$ cat config.mk
export PLATFORM = sky130hd
export DESIGN_NAME = nearest_point_search
export DESIGN_NICKNAME = d
export VERILOG_FILES = /design/src/hdl/nps_pkg.sv /design/src/hdl/nearest_point_search.sv
export SDC_FILE = /design/constraint.sdc
export NUM_CORES = 2
export LEC_CHECK = 0
export BUFFER_PORTS_ARGS = -buffer_cell sky130_fd_sc_hd__buf_4
export CORE_MARGIN = 2
export CORE_UTILIZATION = 25
export CTS_BUF_LIST = sky130_fd_sc_hd__clkbuf_16
export DETAILED_ROUTE_END_ITERATION = 10
export SLEW_MARGIN = 5
export SYNTH_ARGS = -nofsm -noshare
export SYNTH_HDL_FRONTEND = slang
export SYNTH_SLANG_ARGS = --single-unit
$ cat constraint.sdc
create_clock -name clock -period 13.65 [get_ports clock]
set_clock_uncertainty 0.05 [all_clocks]
set_input_delay 0.6825 -clock clock [delete_from_list [all_inputs] [get_ports clock]]
set_output_delay 0.6825 -clock clock [all_outputs]
set_load 0.05 [all_outputs]
$ cat src/hdl/nps_pkg.sv
`default_nettype none
// ----------------------------------------------------------------------------
// nps_pkg
// Types and constants shared by the nearest point search block.
// ----------------------------------------------------------------------------
package nps_pkg;

   // Set capacity; the index field is 12 bits, so the capacity tops out there.
   localparam int MAX_POINTS = 4096;
   localparam int INDEX_W    = 12;
   localparam int POS_CAP    = (MAX_POINTS < (1 << INDEX_W)) ? MAX_POINTS : (1 << INDEX_W);
   localparam int CNT_W      = $clog2(POS_CAP + 1);

   localparam int COORD_W = 16;
   localparam int LIMIT_W = 16;
   localparam int ADIFF_W = COORD_W;           // |a - b| of two 16 bit values fits 16 bits
   localparam int SQ_W    = 2 * ADIFF_W;
   localparam int DIST_W  = SQ_W + 2;          // sum of three squares
   localparam int LSQ_W   = 2 * LIMIT_W;

   localparam logic [LIMIT_W-1:0] LIMIT_RESET = 16'd1024;

   localparam int CSR_IDX_W = 2;

   typedef enum logic [CSR_IDX_W-1:0] {
      CSR_REF_X = 2'd0,
      CSR_REF_Y = 2'd1,
      CSR_REF_Z = 2'd2,
      CSR_LIMIT = 2'd3
   } csr_index_type;

   typedef struct packed {
      logic signed [COORD_W-1:0] point_x;
      logic signed [COORD_W-1:0] point_y;
      logic signed [COORD_W-1:0] point_z;
      logic                      last_point;
   } req_type;

   typedef struct packed {
      logic signed [COORD_W-1:0] near_x;
      logic signed [COORD_W-1:0] near_y;
      logic signed [COORD_W-1:0] near_z;
      logic [INDEX_W-1:0]        near_index;
      logic                      found;
      logic                      overflow;
   } rsp_type;

   // One beat after the squaring stage
   typedef struct packed {
      logic [SQ_W-1:0]           sq_x;
      logic [SQ_W-1:0]           sq_y;
      logic [SQ_W-1:0]           sq_z;
      logic [LSQ_W-1:0]          lim_sq;
      logic signed [COORD_W-1:0] point_x;
      logic signed [COORD_W-1:0] point_y;
      logic signed [COORD_W-1:0] point_z;
      logic                      last_point;
   } sq_type;

endpackage : nps_pkg
`default_nettype wire

$ cat src/hdl/nearest_point_search.sv
`default_nettype none
// A point beat is registered in in_ff, then in sq_ff for the compare stage;
//   a last-point beat holds there until rsp_ff is free, then shows on rsp_valid.
// Throughput: one point per cycle unless held, set by the best-distance loop.
// Reset (synchronous): clears the set state and pipeline, reference to 0, limit to 1024.
// ----------------------------------------------------------------------------
// nearest_point_search
// Streams 3D points, tracks the one nearest the reference under the limit
// and returns it, its index and the found/overflow flags on the last point.
// ----------------------------------------------------------------------------
module nearest_point_search
   import nps_pkg::*;
(
   input  wire logic                 clock,
   input  wire logic                 reset,

   input  wire logic                 req_valid,
   output logic                      req_ready,
   input  wire req_type              req_data,

   output logic                      rsp_valid,
   input  wire logic                 rsp_ready,
   output rsp_type                   rsp_data,

   input  wire logic                 csr_we,
   input  wire csr_index_type        csr_index,
   input  wire logic [LIMIT_W-1:0]   csr_wdata
);

   function automatic logic [ADIFF_W-1:0] abs_diff(input logic signed [COORD_W-1:0] a,
                                                   input logic signed [COORD_W-1:0] b);
      logic [COORD_W:0] d;
      d = {a[COORD_W-1], a} - {b[COORD_W-1], b};
      abs_diff = d[COORD_W] ? ADIFF_W'(-d) : d[ADIFF_W-1:0];
   endfunction

   // configuration
   logic signed [COORD_W-1:0] ref_x_ff, ref_y_ff, ref_z_ff;
   logic [LIMIT_W-1:0]        limit_ff;

   // pipeline
   logic    in_valid_ff, sq_valid_ff, rsp_valid_ff;
   req_type in_ff;
   sq_type  sq_ff, sq_in;
   rsp_type rsp_ff, rsp_in;

   // set state
   logic [DIST_W-1:0]         best_sq_ff, best_sq_in;
   logic [INDEX_W-1:0]        best_pos_ff, best_pos_in;
   logic signed [COORD_W-1:0] best_x_ff, best_y_ff, best_z_ff;
   logic signed [COORD_W-1:0] best_x_in, best_y_in, best_z_in;
   logic [CNT_W-1:0]          count_ff, count_in;
   logic                      found_ff, found_in;
   logic                      ovf_ff, ovf_in;

   logic [ADIFF_W-1:0] ax, ay, az;
   logic [DIST_W-1:0]  dist_sq;
   logic               win;
   logic               out_free, sq_go, sq_free, in_free, emit;

   // handshake: a non-last beat in the compare stage never waits on the output
   assign out_free  = !rsp_valid_ff || rsp_ready;
   assign sq_go     = sq_valid_ff && (!sq_ff.last_point || out_free);
   assign sq_free   = !sq_valid_ff || sq_go;
   assign in_free   = !in_valid_ff || sq_free;
   assign req_ready = in_free;
   assign emit      = sq_go && sq_ff.last_point;

   // squaring stage
   always_comb begin
      ax = abs_diff(in_ff.point_x, ref_x_ff);
      ay = abs_diff(in_ff.point_y, ref_y_ff);
      az = abs_diff(in_ff.point_z, ref_z_ff);
      sq_in.sq_x       = SQ_W'(ax) * SQ_W'(ax);
      sq_in.sq_y       = SQ_W'(ay) * SQ_W'(ay);
      sq_in.sq_z       = SQ_W'(az) * SQ_W'(az);
      sq_in.lim_sq     = LSQ_W'(limit_ff) * LSQ_W'(limit_ff);
      sq_in.point_x    = in_ff.point_x;
      sq_in.point_y    = in_ff.point_y;
      sq_in.point_z    = in_ff.point_z;
      sq_in.last_point = in_ff.last_point;
   end

   // compare stage
   always_comb begin
      dist_sq = DIST_W'(sq_ff.sq_x) + DIST_W'(sq_ff.sq_y) + DIST_W'(sq_ff.sq_z);
      win     = (dist_sq < DIST_W'(sq_ff.lim_sq)) && (!found_ff || dist_sq < best_sq_ff);

      best_sq_in  = best_sq_ff;
      best_pos_in = best_pos_ff;
      best_x_in   = best_x_ff;
      best_y_in   = best_y_ff;
      best_z_in   = best_z_ff;
      count_in    = count_ff;
      found_in    = found_ff;
      ovf_in      = ovf_ff;

      if (count_ff >= CNT_W'(POS_CAP)) begin
         ovf_in = 1'b1;
      end else begin
         // first point of a set is the fallback answer
         if (count_ff == '0) begin
            best_x_in   = sq_ff.point_x;
            best_y_in   = sq_ff.point_y;
            best_z_in   = sq_ff.point_z;
            best_pos_in = '0;
         end
         if (win) begin
            best_sq_in  = dist_sq;
            best_pos_in = INDEX_W'(count_ff);
            best_x_in   = sq_ff.point_x;
            best_y_in   = sq_ff.point_y;
            best_z_in   = sq_ff.point_z;
            found_in    = 1'b1;
         end
         count_in = count_ff + CNT_W'(1);
      end

      rsp_in.near_x     = best_x_in;
      rsp_in.near_y     = best_y_in;
      rsp_in.near_z     = best_z_in;
      rsp_in.near_index = best_pos_in;
      rsp_in.found      = found_in;
      rsp_in.overflow   = ovf_in;
   end

   always_ff @(posedge clock) begin
      if (reset) begin
         ref_x_ff     <= '0;
         ref_y_ff     <= '0;
         ref_z_ff     <= '0;
         limit_ff     <= LIMIT_RESET;
         in_valid_ff  <= 1'b0;
         sq_valid_ff  <= 1'b0;
         rsp_valid_ff <= 1'b0;
         best_sq_ff   <= '0;
         best_pos_ff  <= '0;
         best_x_ff    <= '0;
         best_y_ff    <= '0;
         best_z_ff    <= '0;
         count_ff     <= '0;
         found_ff     <= 1'b0;
         ovf_ff       <= 1'b0;
      end else begin
         if (csr_we) begin
            case (csr_index)
               CSR_REF_X: ref_x_ff <= csr_wdata;
               CSR_REF_Y: ref_y_ff <= csr_wdata;
               CSR_REF_Z: ref_z_ff <= csr_wdata;
               CSR_LIMIT: limit_ff <= csr_wdata;
               default:   ;
            endcase
         end

         if (in_free) begin
            in_valid_ff <= req_valid;
         end
         if (sq_free) begin
            sq_valid_ff <= in_valid_ff;
         end

         if (emit) begin
            rsp_valid_ff <= 1'b1;
         end else if (rsp_ready) begin
            rsp_valid_ff <= 1'b0;
         end

         if (emit) begin
            // set done: back to a clean set
            best_sq_ff  <= '0;
            best_pos_ff <= '0;
            best_x_ff   <= '0;
            best_y_ff   <= '0;
            best_z_ff   <= '0;
            count_ff    <= '0;
            found_ff    <= 1'b0;
            ovf_ff      <= 1'b0;
         end else if (sq_go) begin
            best_sq_ff  <= best_sq_in;
            best_pos_ff <= best_pos_in;
            best_x_ff   <= best_x_in;
            best_y_ff   <= best_y_in;
            best_z_ff   <= best_z_in;
            count_ff    <= count_in;
            found_ff    <= found_in;
            ovf_ff      <= ovf_in;
         end
      end
   end

   // payload registers
   always_ff @(posedge clock) begin
      if (in_free && req_valid) begin
         in_ff <= req_data;
      end
      if (sq_free && in_valid_ff) begin
         sq_ff <= sq_in;
      end
      if (emit) begin
         rsp_ff <= rsp_in;
      end
   end

   assign rsp_valid = rsp_valid_ff;
   assign rsp_data  = rsp_ff;

   // ---------------------------------------------------------------------
   // assertions
   // ---------------------------------------------------------------------
   a_cnt_bound: assert property (@(posedge clock) disable iff (reset)
      count_ff <= CNT_W'(POS_CAP))
      else $error("point counter past capacity");

   a_ovf_sat: assert property (@(posedge clock) disable iff (reset)
      ovf_ff |-> count_ff == CNT_W'(POS_CAP))
      else $error("overflow set without saturated counter");

   a_found_cnt: assert property (@(posedge clock) disable iff (reset)
      found_ff |-> count_ff != '0)
      else $error("winner recorded in an empty set");

   a_notfound_idx: assert property (@(posedge clock) disable iff (reset)
      rsp_valid_ff && !rsp_ff.found |-> rsp_ff.near_index == '0)
      else $error("index nonzero with no point found");

   a_rsp_from_last: assert property (@(posedge clock) disable iff (reset)
      $rose(rsp_valid_ff) |-> $past(sq_valid_ff && sq_ff.last_point))
      else $error("result raised without a last-point beat");

endmodule : nearest_point_search
`default_nettype wire

== Word level (Yosys, flattened, before mapping) ==
Index checks and enable logic that the tools add are counted.

* Register bits: 464
* Output and inout bits: 64
* Logic and storage cells: 98

* Add/subtract/negate cells: 9
* Multiply operators: 4
* $lt $le $gt $ge: 3
* Equality and inequality tests: 3
* Multiplexer cells: 20
* Bitwise logic cells: 1
* Reductions and logical operators: 25

{| class="wikitable"
|+ Operator list
! operator !! count
|-
| 16-bit 2-to-1 mux || 12
|-
| 16-bit by 16-bit multiplier with 32-bit output || 4
|-
| 16-bit by 16-bit subtractor with 17-bit output || 3
|-
| 16-bit negation || 3
|-
| 12-bit 2-to-1 mux || 3
|-
| 33-bit by 32-bit adder with 34-bit output || 1
|-
| 34-bit by 32-bit less-than comparator with 1-bit output || 1
|-
| 34-bit less-than comparator || 1
|-
| 32-bit by 32-bit adder with 33-bit output || 1
|-
| 13-bit by 1-bit adder with 13-bit output (second input constant) || 1
|-
| 13-bit >= comparator (second input constant) || 1
|-
| 13-bit zero test || 1
|-
| 2-bit AND reduction || 5
|-
| 1-bit logical AND || 5
|-
| 1-bit zero test || 5
|-
| 1-bit logical OR || 5
|-
| 1-bit 2-to-1 mux || 5
|-
| 2-bit equality test (second input constant) || 2
|-
| 3-bit AND reduction || 1
|-
| 2-bit by 1-bit equality test with 1-bit output (second input constant) || 1
|-
| 2-bit zero test || 1
|-
| 2-bit nonzero test || 1
|-
| 2-bit OR reduction || 1
|-
| 1-bit inverter || 1
|}

== Logic depth before layout (Yosys ltp) ==
* Word-level depth: 7
* Gate-level depth with buffers: 40
* Gate-level depth less buffers: 39

== Worst setup path after synthesis ==
No wires, ideal clock.

* Kind: reg-to-reg
* From: register in_ff[35] in the netlist's numbering
* To: register sq_ff[174] in the netlist's numbering (data pin)
* Data arrival time: 9.280 ns
* Path slack: 4.055 ns
* Stages on the path, launching flop included: 35
* Path buffers: 1
* Clock period less this slack: 9.595 ns
* Cell sequence: edfxtp_1 ha_1 nor2b_1 o211ai_1 a32oi_1 a2111oi_0 nor3_1 o31ai_1 buf_2 nand2_1 xor2_1 clkinv_1 nand2_1 inv_1 fa_1 inv_1 fa_1 inv_1 fa_1 inv_1 fa_1 fa_1 fa_1 inv_1 ha_1 a211o_1 a211oi_1 o31ai_1 a2111oi_0 nor3_1 o41ai_1 o211ai_1 a31oi_1 o21ai_0 xor2_1

{| class="wikitable"
|+ RTL lines
! what !! RTL line !! RTL
|-
| from (decl) || nearest_point_search.sv:43 || <nowiki>req_type in_ff;</nowiki>
|-
| from (signal assigned) || nearest_point_search.sv:194 || <nowiki>in_ff <= req_data;</nowiki>
|-
| to (signal assigned) || nearest_point_search.sv:197 || <nowiki>sq_ff <= sq_in;</nowiki>
|-
| to (decl) || nearest_point_search.sv:44 || <nowiki>sq_type sq_ff, sq_in;</nowiki>
|}

==> flow_metrics.py <==
metrics = {
    "grt": {
        "grt_max_degree": 174,
        "grt.total_usage": 0.126,
        "grt_pass1_wl_um": 210000,
        "gr-total-overflow": 0,
        "antenna_found_initial": 4,
        "grt_pass1_vias": 38339,
    },
    "logic_synthesis": {
        "synth_ff_type": "edfxtp_1",
        "synth_edf_count": 284,
        "async_reset_ff_frac": 0,
        "syn_area_um2": 51000,
        "synthCells": 5303,
        "ys_seq_area_frac": 0.236,
        "yosysTopAreaCell": "fa_1",
        "synth_cell_type_count": 87,
        "yosysWarnings": 0,
        "synth.avg_cell_area_um2": 9.62,
        "synth_area_leaders": "fa_1, edfxtp_1, ha_1",
        "synth_top_area_frac": 0.269,
        "ys_seq_elements": 460,
    },
    "floorplan": {
        "start_util": 0.252,
        "dieArea_um2": 208000,
        "die_h_um": 456,
        "core_area_um2": 203000,
        "rows": 165,
        "pin_count": 136,
        "die_width_um": 456,
    },
    "route": {
        "wl_met3_um": 6220,
        "wirelength_um": 129000,
        "postRouteAntennaNets": 0,
        "vias_per_cell": 4.48,
        "num_vias": 36368,
        "drc": 0,
        "topRoutingLayerUsed": "met5",
        "wire_per_inst_um": 15.9,
        "drt-met1-wl_um": 56600,
        "drt_first_pass_iters": 5,
        "dr.first_iter.drc_count": 2254,
        "met2_length_um": 61300,
    },
    "clock_tree": {
        "cts_resized": 0,
        "cts_setup_buffers": 0,
        "path_clk_slew_ns": 0.06,
        "clk_root_buffer_cell": "clkbuf_16",
        "hold_buffers": 0,
        "clkLatencyLatePin_ns": 0.62,
        "clockBufferDepth": 3,
        "clock-sinks": 460,
        "cts_tree": "built",
        "cts-buffers-inserted": 50,
        "h-tree-depth": 2,
    },
    "timing": {
        "post-route-period-util": 0.815,
        "grt_setup_unrepaired": "false",
        "layout_min_cycle_time_ns": 11.13,
        "final_max_slew_viol_count": 0,
        "fin_tns_setup_ns": 0,
        "max_slew_margin": 0.160,
        "setup_violations": 0,
        "tightest_slew_ns": 1.26,
        "finalHoldViolations": 0,
        "fin_ws_ns": 2.52,
        "max_freq_ghz": 0.0899,
    },
    "cells_and_area": {
        "finalNonFillerCells": 8126,
        "fin_nets": 6702,
        "areaGrowthSynthToFinish_pct": 11.5,
        "final_area_um2": 56900,
        "layout_commonest_cell": "inv_1",
        "layout-drive-gt1-share": 0.0664,
        "num-fill-cells": 21206,
        "final_cell_mix": "inv_1, fa_1, ha_1",
    },
    "placement": {
        "gp_congestion": 0.930,
        "placedInstanceArea_um2": 55300,
        "placedCellCount": 8031,
        "dpl.hpwl_um": 105000,
        "io_buffers": 135,
        "pre_cts_slack_ns": 2.61,
    },
    "critical_path": {
        "cp.arrival_ns": 11.42,
        "critPathTopFamily": "compound AO/OA/AOI/OAI gates",
        "worstPathRequired_ns": 13.94,
        "path_common_cell": "fa_1",
        "start_kind": "flip-flop",
        "cpMaxStageDelayCell": "o31ai_2",
        "path_class": "flip-flop to flip-flop",
        "crit_path_max_incr_delay_ns": 0.86,
        "critPathCaptureType": "flip-flop",
        "critPathBufInv": 7,
        "path_max_fanout": 16,
    },
    "run": {
        "drv_cap": 0,
    },
    "min_path": {
        "hp-class": "primary input to flip-flop",
    },
    "run_status": {
        "outcome": "finished clean",
    },
}
[kinds of logic (layout without fill, tap and decap cells)]
logic type,Yosys count,count (layout),share of synthesized area
AND/OR/NAND/NOR,1297,1297,0.113
buffers and inverters,1268,1417,0.0942
adder cells (fa/ha/maj),1219,1219,0.400
AO/OA/AOI/OAI,684,684,0.0861
flip-flops,460,460,0.236
XOR/XNOR,247,247,0.0430
multiplexers,126,126,0.0274
other,2,4,0.000147
[per-layer routing]
layer,up-vias,global-route usage
li1,17115,-
met1,18230,0.166
met2,853,0.213
met3,168,0.0129
met4,2,0.0436
met5,-,0
[worst reg2reg max path: cells and delay by family, from the launching register on]
family / cells / cell delay, ns
buffers and inverters: 7 / 0.87
adders and majority gates: 9 / 3.69
and+or+nand+nor: 5 / 0.72
DFF: 1 / 0.38
xor gates and xnor gates: 2 / 0.84
AOI/OAI and AO/OA: 12 / 4.29
[Yosys cell counts, types with 8 or more instances]
cell	instances
inv_1	1130
fa_1	685
ha_1	534
nor2_1	463
nand2_1	452
edfxtp_1	284
a21oi_1	235
dfxtp_1	176
xnor2_1	168
o21ai_0	112
a21o_1	103
clkbuf_1	99
mux2i_1	77
xor2_1	76
nand3_1	64
and2_1	59
nor3_1	49
o21a_1	38
nand2b_1	37
nor2b_1	36
o21bai_1	32
mux2_2	29
or2_2	29
nand4_1	22
mux2_4	20
a31oi_1	19
and3_1	19
clkinv_1	17
o31ai_1	16
buf_2	15
or3_1	14
o22a_1	13
a211oi_1	11
nor4_1	11
o211ai_1	10
a21boi_0	9
a2111oi_0	8
and4_1	8
[stage by stage]
| step | hold WS, ns | utilization |
|---|---|---|
| 2_1_floorplan | 0.350 | - |
| 3_3_place_gp | 0.385 | 0.273 |
| 3_5_place_dp | 0.380 | 0.273 |
| 4_1_cts | 0.153 | 0.281 |
| 5_1_grt | 0.160 | 0.281 |
| 6_report | 0.191 | 0.281 |
[sequential cells by signal, summed over array words and instances, names as in the netlist]
register     cells
best_pos_ff     12
best_sq_ff      34
best_x_ff       16
best_y_ff       16
best_z_ff       16
count_ff        13
found_ff         1
in_ff           49
in_valid_ff      1
limit_ff        16
ovf_ff           1
ref_x_ff        16
ref_y_ff        16
ref_z_ff        16
rsp_data        62
rsp_valid        1
sq_ff          173
sq_valid_ff      1
[path summary, 6_finish.rpt]
kind	from	endpoint	slack, ns	cells past startpoint
hold / removal	req_data[15]	in_ff[15]$_DFFE_PP_	0.19	1
setup reg to reg	in_ff[33]$_DFFE_PP_	sq_ff[174]$_DFFE_PP_	2.52	35
setup / recovery	in_ff[33]$_DFFE_PP_	sq_ff[174]$_DFFE_PP_	2.52	35
hold reg to reg	ref_y_ff[15]$_SDFFE_PP0P_	ref_y_ff[15]$_SDFFE_PP0P_	0.40	2
[final cells by class]
| cell class | instances | area (um^2) | area share |
|---|---|---|---|
| Antenna cell | 1 | 2.50 | 0.0000440 |
| Clock buffer | 52 | 1300 | 0.0229 |
| Timing Repair Buffer | 174 | 1320 | 0.0232 |
| Inverter | 1149 | 4310 | 0.0758 |
| Sequential cell | 460 | 12100 | 0.212 |
| Clock inverter | 42 | 327 | 0.00574 |
| Multi-Input combinational cell | 3576 | 34200 | 0.602 |
| Tap cell | 2672 | 3340 | 0.0588 |
Power is left out: the tool's default activity adds up to more than one toggle a clock period on the data nets, which glitch-free logic cannot reach.
